## config.mk

```make
export PLATFORM = sky130hd
export DESIGN_NAME = lmc_step
export DESIGN_NICKNAME = d
export VERILOG_FILES = /design/src/hw/rtl/letter_modexp_cipher_top_macros.svh /design/src/hw/rtl/lmc_pkg.sv /design/src/hw/rtl/lmc_step.sv
export SDC_FILE = /design/constraint.sdc
export NUM_CORES = 2
export LEC_CHECK = 0
export ABC_AREA = 1
export BUFFER_PORTS_ARGS = -buffer_cell sky130_fd_sc_hd__buf_2
export CAP_MARGIN = 20
export CORE_MARGIN = 2
export CORE_UTILIZATION = 35
export CTS_CLUSTER_DIAMETER = 120
export DETAILED_ROUTE_END_ITERATION = 7
export PLACE_DENSITY = 0.55
export SYNTH_ARGS = -nofsm -noshare
export SYNTH_HDL_FRONTEND = slang
export SYNTH_SLANG_ARGS = --single-unit
```

## constraint.sdc

```tcl
create_clock -name clk -period 12.2 [get_ports clk]
set_clock_uncertainty 0.15 [all_clocks]
set_input_delay 1.83 -clock clk [delete_from_list [all_inputs] [get_ports clk]]
set_output_delay 1.83 -clock clk [all_outputs]
set_load 0.01 [all_outputs]
```

## src/hw/rtl/letter_modexp_cipher_top_macros.svh

```systemverilog
// ---------------------------------------------------------------------------
// letter modexp cipher assertion macros
// property wrappers that vanish in synthesis
// ---------------------------------------------------------------------------
`ifndef LETTER_MODEXP_CIPHER_TOP_MACROS_SVH
`define LETTER_MODEXP_CIPHER_TOP_MACROS_SVH
`ifndef SYNTHESIS
`define LMC_ASSERT_IMPLY(label, clk, rst, ante, cons) \
  label: assert property (@(posedge clk) disable iff (rst) (ante) |-> (cons)) \
    else $error("assertion failed");
`define LMC_ASSERT_NEXT(label, clk, rst, ante, cons) \
  label: assert property (@(posedge clk) disable iff (rst) (ante) |=> (cons)) \
    else $error("assertion failed");
`else
`define LMC_ASSERT_IMPLY(label, clk, rst, ante, cons)
`define LMC_ASSERT_NEXT(label, clk, rst, ante, cons)
`endif
`endif

```

## src/hw/rtl/lmc_pkg.sv

```systemverilog
// ---------------------------------------------------------------------------
// lmc_pkg
// shared widths, codes, types and the modular reduction step
// ---------------------------------------------------------------------------
package lmc_pkg;

  localparam int MOD_WIDTH  = 16;
  localparam int EXP_BITS   = 16;
  localparam int RED_PER_ST = 4;
  localparam int RED_STAGES = (MOD_WIDTH + RED_PER_ST - 1) / RED_PER_ST;

  localparam logic [7:0] SPACE_CODE  = 8'd32;
  localparam logic [7:0] LOWER_FIRST = 8'd97;
  localparam logic [7:0] LOWER_LAST  = 8'd122;
  localparam logic [7:0] UPPER_FIRST = 8'd65;
  localparam logic [7:0] UPPER_LAST  = 8'd90;
  localparam logic [7:0] LOWER_BASE  = 8'd96;
  localparam logic [7:0] UPPER_BASE  = 8'd64;

  localparam logic [1:0] CLS_SPACE = 2'd0;
  localparam logic [1:0] CLS_LOWER = 2'd1;
  localparam logic [1:0] CLS_UPPER = 2'd2;
  localparam logic [1:0] CLS_OTHER = 2'd3;

  localparam logic REG_EXPONENT = 1'b0;
  localparam logic REG_MODULUS  = 1'b1;

  typedef logic [MOD_WIDTH-1:0]   word_t;
  typedef logic [2*MOD_WIDTH-1:0] dword_t;

  typedef struct packed {
    logic [1:0] cls;
    logic [7:0] chr;
  } meta_t;

  // four restoring steps, shifts kstart down to kstart-3
  function automatic dword_t red_steps(dword_t x, word_t m, int kstart);
    dword_t r;
    dword_t t;
    int     k;
    r = x;
    for (int i = 0; i < RED_PER_ST; i++) begin
      k = kstart - i;
      if (k >= 0) begin
        t = dword_t'(m) << k;
        if (r >= t) begin
          r = r - t;
        end
      end
    end
    return r;
  endfunction

endpackage

```

## src/hw/rtl/lmc_step.sv

```systemverilog
// ---------------------------------------------------------------------------
// lmc_step
// one exponent bit: multiply stage followed by pipelined reduction stages
// ---------------------------------------------------------------------------
module lmc_step (
  input  logic                clk,
  input  logic                rst,
  input  logic                en,
  input  logic                v_in,
  input  lmc_pkg::word_t      acc_in,
  input  lmc_pkg::word_t      sq_in,
  input  lmc_pkg::meta_t      meta_in,
  input  logic                ebit,
  input  lmc_pkg::word_t      m,
  output logic                v_out,
  output lmc_pkg::word_t      acc_out,
  output lmc_pkg::word_t      sq_out,
  output lmc_pkg::meta_t      meta_out
);

  localparam int RS = lmc_pkg::RED_STAGES;

  logic            v    [0:RS];
  lmc_pkg::dword_t a    [0:RS];
  lmc_pkg::dword_t s    [0:RS];
  lmc_pkg::meta_t  meta [0:RS];

  always_ff @(posedge clk) begin
    if (rst) begin
      for (int i = 0; i <= RS; i++) v[i] <= 1'b0;
    end else if (en) begin
      v[0] <= v_in;
      for (int i = 1; i <= RS; i++) v[i] <= v[i-1];
    end
  end

  always_ff @(posedge clk) begin
    if (en) begin
      a[0]    <= ebit ? lmc_pkg::dword_t'(acc_in) * lmc_pkg::dword_t'(sq_in)
                      : lmc_pkg::dword_t'(acc_in);
      s[0]    <= lmc_pkg::dword_t'(sq_in) * lmc_pkg::dword_t'(sq_in);
      meta[0] <= meta_in;
      for (int i = 1; i <= RS; i++) begin
        a[i]    <= lmc_pkg::red_steps(a[i-1], m,
                     lmc_pkg::MOD_WIDTH - 1 - lmc_pkg::RED_PER_ST * (i - 1));
        s[i]    <= lmc_pkg::red_steps(s[i-1], m,
                     lmc_pkg::MOD_WIDTH - 1 - lmc_pkg::RED_PER_ST * (i - 1));
        meta[i] <= meta[i-1];
      end
    end
  end

  assign v_out    = v[RS];
  assign acc_out  = a[RS][lmc_pkg::MOD_WIDTH-1:0];
  assign sq_out   = s[RS][lmc_pkg::MOD_WIDTH-1:0];
  assign meta_out = meta[RS];

endmodule

```

### After elaboration in Yosys (flattened, before gate mapping)

Memories as Yosys holds them, arrays and structs flattened.
Index checks and enable logic that the tools add are counted.

* RAM bits: 375
* memories: 4
* latch bits: 0
* output and inout port bits: 43
* bits in registers: 0
* memory bits (read-only): 0
* input bits: 63
* logic and storage cells: 151

Memories
* a: depth 5, width 32, rd ports 5, clocked after memory_dff 0, write ports 5, RTL line lmc_step.sv:24 `lmc_pkg::dword_t a [0:RS];`
* s: depth 5, width 32, rd ports 5, clocked after memory_dff 0, write ports 5, RTL line lmc_step.sv:25 `lmc_pkg::dword_t s [0:RS];`
* meta: depth 5, width 10, rd ports 5, clocked after memory_dff 0, write ports 5, RTL line lmc_step.sv:26 `lmc_pkg::meta_t meta [0:RS];`
* v: depth 5, width 1, rd ports 5, clocked after memory_dff 0, write ports 5, RTL line lmc_step.sv:23 `logic v [0:RS];`

* divide/modulo/power cells: 0
* muxes and demuxes: 76
* reductions and logical operators: 0
* shift-type cells: 0
* eq/ne operators: 0
* add/subtract/negate cells: 32
* order comparisons: 32
* bitwise gates (word level): 5
* $mul: 2

Operator list (count)
* $mux W32: 65
* $ge A32 B16 Y1: 2
* $ge A32 B17 Y1: 2
* $ge A32 B18 Y1: 2
* $ge A32 B19 Y1: 2
* $ge A32 B20 Y1: 2
* $ge A32 B21 Y1: 2
* $ge A32 B22 Y1: 2
* $ge A32 B23 Y1: 2
* $ge A32 B24 Y1: 2
* $ge A32 B25 Y1: 2
* $ge A32 B26 Y1: 2
* $ge A32 B27 Y1: 2
* $ge A32 B28 Y1: 2
* $ge A32 B29 Y1: 2
* $ge A32 B30 Y1: 2
* $ge A32 B31 Y1: 2
* $mul A16 B16 Y32: 2
* $sub A32 B16 Y32: 2
* $sub A32 B17 Y32: 2
* $sub A32 B18 Y32: 2
* $sub A32 B19 Y32: 2
* $sub A32 B20 Y32: 2
* $sub A32 B21 Y32: 2
* other kinds (12): 36

### Depth between registers and ports, before layout

* depth in word-level cells: 12
* depth in mapped cells: 74
* gate-level depth less buffers: 70

### Least setup slack after synthesis

OpenSTA, ideal clock, no wires.

* path type: input -> register
* start point: in m[1]
* end point: mem s[0][108] (netlist bit) (data pin)
* path buffers: 9
* cell stages on the path: 71
* slack: -953 ps
* setup time: 252 ps
* required time: 11798 ps
* arrival time: 12750 ps
* path through: inv_1 ha_1 nand2_1 inv_1 nand4_1 nand3b_1 nand2_1 nand3_2 buf_4 clkinv_1 clkbuf_1 o21ai_0 fa_1 nand3_1 nand2_1 a21boi_1 nor3_1 o21a_1 [35 not listed] nor2_1 nor3_1 a2111oi_0 o21ai_0 nand3_1 nand2_1 nand2_1 inv_1 nor2_1 nand2_1 nor2_1 nand2_1 nor2_2 nand2_2 buf_6 buf_6 nand2_1 nand2_1

RTL lines
* start: declaration: RTL line lmc_step.sv:14 `input lmc_pkg::word_t m,`
* end: declaration: RTL line lmc_step.sv:25

==> impl.org <==
** Critical path
- The worst setup path is captured at a register.
- The cell that appears most often on the critical path is sky130_fd_sc_hd__nand2_1.
- CP Launch Type :: input port
- Worst r2r path cells :: 61
- The critical path is of the in -> reg type.
- Cell at the slowest stage of the critical path :: sky130_fd_sc_hd__fa_1
- Slack of the worst reg-to-reg path :: 1.78 ns
- Critical register-to-register path startpoint :: a[0][106]$_DFFE_PP_
- Capture instance of the worst register-to-register path :: a[0][140]$_DFFE_PP_
- In this run the worst path has a maximum fanout of 16.
- Required arrival time at the worst endpoint :: 12.43 ns
- For the worst setup path, the data arrival time is 11.54 ns.
- For this run, the slowest stage of the critical path takes 0.48 ns.

** Routing
- The detailed router finished its first iteration with 3,741 violations.
- Met1 routed wirelength after detailed routing :: 99,000 um
- Total via count after detailed routing :: 63,500
- Met2 routed wirelength :: 103,000 um
- In the routed layout, each cell is associated on average with a via count of 5.03.
- Before antenna repair, the detailed router went through 8 iterations.
- Mean routed wirelength per cell :: 17.2 um
- Met3 routed WL :: 8280 um
- After detailed routing, the number of remaining DRC violations is 0.
- The detail route stage leaves a number of antenna-violating nets equal to 0.
- Highest metal layer used by the detailed router :: met4
- Summed over all layers, the routed wires come to 217,000 um.

** Synthesis
- Synth top area cells :: sky130_fd_sc_hd__nand2_1, sky130_fd_sc_hd__edfxtp_1, sky130_fd_sc_hd__ha_1
- Post-synth ARST share :: 0%
- Most instantiated flip-flop cell in the synthesis netlist :: sky130_fd_sc_hd__edfxtp_1
- The netlist uses 64 different library cells.
- Most common cell in the netlist :: sky130_fd_sc_hd__nand2_1
- Commonest cells in the netlist :: sky130_fd_sc_hd__nand2_1, sky130_fd_sc_hd__inv_1, sky130_fd_sc_hd__ha_1
- Yosys printed 0 warnings.
- Gate count of the mapped netlist :: 9,913
- In this run, synthesis inferred 339 flip-flops with an integrated enable.
- Sequential share of the synthesized area :: 15.4%
- Netlist area before placement :: 66,200 um2
- Summed over its instances, the top area cell type makes up 16.7% of the synthesized netlist area.
- Average cell area after synthesis :: 6.68 um2
- Yosys top cell by area :: sky130_fd_sc_hd__nand2_1
- Counting every net in the synthesized netlist gives 11,100.
- Register bit total from synthesis :: 339

** Final layout
- Relative to the synthesized area, the layout overhead comes to 9.68%.
- 0 antenna diodes ended up in the layout.
- Final standard cell utilization of the core :: 38.6%
- After filler insertion, the fill cell instance count of the layout stands at 20,200.
- Final net count :: 11,300
- Design Area, Final :: 72,600 um2
- Fraction of final layout cells sized beyond drive strength 1 :: 7.06%
- Multi-input combinational cell area :: 48,600 um2
- Total area of sequential cells :: 10,200 um2

** Place
- Weighted congestion at the end of routability-driven global placement :: 0.943
- After legalization and detailed placement, the total HPWL measured 178,000 um.
- Before CTS, the worst setup slack after placement is -0.107 ns.
- Total of buffers placed on input and output ports :: 105
- Summing all placed instances gives a cell area of 70,800 um2.

** Floorplanning
- The die is 439 um wide.
- Standard cell core area :: 188,000 um2
- Die Outline Area :: 193,000 um2
- Number of ports placed on the die boundary :: 106
- Initial core utilization :: 35.2%
- Vertical die dimension :: 439 um
- The initialized floorplan defines 159 standard-cell rows.

** STA
- Setup violations remaining at the end of the flow were counted as 0.
- The worst pin sits at a relative slew slack of 34.2%.
- Shortest clock period the worst path allows after layout :: 11.31 ns
- For the final routed database, the setup TNS stands at 0 ns.
- Fin worst setup slack :: 0.891 ns
- Highest clock frequency the design can meet :: 0.0884 GHz
- Worst Max-Slew Pin Slew :: 0.986 ns
- In the finished design, the share of the clock period the worst path needs comes to 92.7%.
- Pins Over Slew Limit :: 0
- The hold violation total from the final report was 0.

** CTS
- The clock net in this run drives a total of 339 sinks.
- Latest clock arrival within the worst-skew pair :: 0.66 ns
- Clock tree from TritonCTS :: done
- Clock-pin slew was measured on the worst setup and hold paths at 0.06 ns.
- The H-tree was split into 2 levels.
- Number of buffers created by CTS :: 48
- Clock tree synthesis selected as its root buffer the cell sky130_fd_sc_hd__clkbuf_16.
- No sink is reached through more buffers than the 3 on the longest clock path.

** GRT
- Leftover overflow at the end of global routing :: 0
- Maximum number of pins on one net before global-route repair :: 106
- The first global-routing pass estimated 341,000 um of wire.
- For this run, the total global-route usage over all layers was measured as 22.1%.
- The number of global-route vias before repair came to 62,000.
- The initial antenna violation count was 3.

** Hold path
- Hold path endpoint :: meta[0][25]$_DFFE_PP_
- Worst min-delay path category :: reg -> reg
- Min-Delay Path Depth :: 0
- Source of the worst hold timing path :: meta[0][15]$_DFFE_PP_

** Status
- The flow ran to the end, and the final reports show no timing, DRC or antenna violations.

** Flow run
- Number of maximum-capacitance constraint violations :: 0
critical path, delay by kind of cell:
family | cells | cell delay (ns)
simple gates | 34 | 3.23
fa+ha+maj | 4 | 1.61
buf+inv | 10 | 1.21
compound gates | 18 | 3.61
cells in the final DEF (no fill, tap or decap), types with 17 or more instances in the layout:
| cell | count |
|---|---|
| sky130_fd_sc_hd__clkbuf_16 | 50 |
| sky130_fd_sc_hd__nand2_1 | 2943 |
| sky130_fd_sc_hd__nor2_2 | 51 |
| sky130_fd_sc_hd__nand2_2 | 40 |
| sky130_fd_sc_hd__inv_2 | 35 |
| sky130_fd_sc_hd__buf_4 | 238 |
| sky130_fd_sc_hd__a21oi_1 | 583 |
| sky130_fd_sc_hd__buf_12 | 21 |
| sky130_fd_sc_hd__nand4_1 | 189 |
| sky130_fd_sc_hd__xor2_1 | 259 |
| sky130_fd_sc_hd__a31oi_1 | 39 |
| sky130_fd_sc_hd__buf_2 | 103 |
| sky130_fd_sc_hd__or2_2 | 19 |
| sky130_fd_sc_hd__nor2_1 | 625 |
| sky130_fd_sc_hd__ha_1 | 708 |
| sky130_fd_sc_hd__o21bai_1 | 32 |
| sky130_fd_sc_hd__nor2_4 | 17 |
| sky130_fd_sc_hd__nand3b_1 | 42 |
| sky130_fd_sc_hd__o21ai_1 | 56 |
| sky130_fd_sc_hd__nor4_1 | 29 |
| sky130_fd_sc_hd__xnor2_1 | 250 |
| sky130_fd_sc_hd__nand3_2 | 37 |
| sky130_fd_sc_hd__o21ai_0 | 554 |
| sky130_fd_sc_hd__a21o_1 | 23 |
| sky130_fd_sc_hd__nand3_1 | 532 |
| sky130_fd_sc_hd__edfxtp_1 | 339 |
| sky130_fd_sc_hd__nor3_1 | 73 |
| sky130_fd_sc_hd__fa_1 | 390 |
| sky130_fd_sc_hd__o21a_1 | 19 |
| sky130_fd_sc_hd__inv_1 | 1629 |
worst max path at each step:
stage | start | endpoint | slack (ns) | depth (start not counted)
global placement | m[1] | a[0][77]$_DFFE_PP_ | -0.15 | 65
finish | m[8] | a[0][140]$_DFFE_PP_ | 0.89 | 66
detailed placement | m[1] | a[0][72]$_DFFE_PP_ | -0.11 | 65
global route | m[8] | a[0][140]$_DFFE_PP_ | -0.03 | 63
floorplan | m[1] | a[0][134]$_DFFE_PP_ | 0.01 | 72
CTS | m[1] | a[0][72]$_DFFE_PP_ | 0.55 | 65
cell families (layout without fill, tap and decap cells):
family / after synthesis / count (layout) / synth area share (%)
mux: 2 / 2 / 0.0340
simple gates: 4639 / 4639 / 29.8
flops: 339 / 339 / 15.4
fa+ha+maj: 1103 / 1103 / 25.3
xor+xnor: 509 / 509 / 6.73
buf+inv: 1918 / 2136 / 11.4
compound gates: 1403 / 1403 / 11.4
sequential cells by signal (all words and copies together), names as in the netlist:
| name | count |
|---|---|
| v | 5 |
| a | 144 |
| meta | 50 |
| s | 140 |
cell type report:
class                           instances  area share [%]
Clock buffer                           51            1.67
Sequential cell                       339            14.0
Tap cell                             2495            4.30
Multi-Input combinational cell       7656            66.9
Inverter                             1677            8.70
Timing Repair Buffer                  369            3.90
Clock inverter                         39           0.475
stage by stage:
stage	hold slack, ns	cells
global placement	0.250	12500
CTS	0.266	12600
global route	0.272	12600
finish	0.259	12600
floorplan	0.250	9913
detailed placement	0.255	12500
per-layer routing:
metal  GRT usage [%]  vias up
met5               0        -
met4            6.37        0
met3            1.75      306
met2            38.7     1318
met1            29.1    29600
li1                -    32300
repair_timing:
action                     4_1_cts  5_1_grt
buffers inserted                 0        9
setup endpoints to repair        0      153
hold buffers                     0        0
resized for setup                0       68
Power is not shown: default switching activity piles up to over one toggle a cycle in this logic, so the estimate is an artifact.
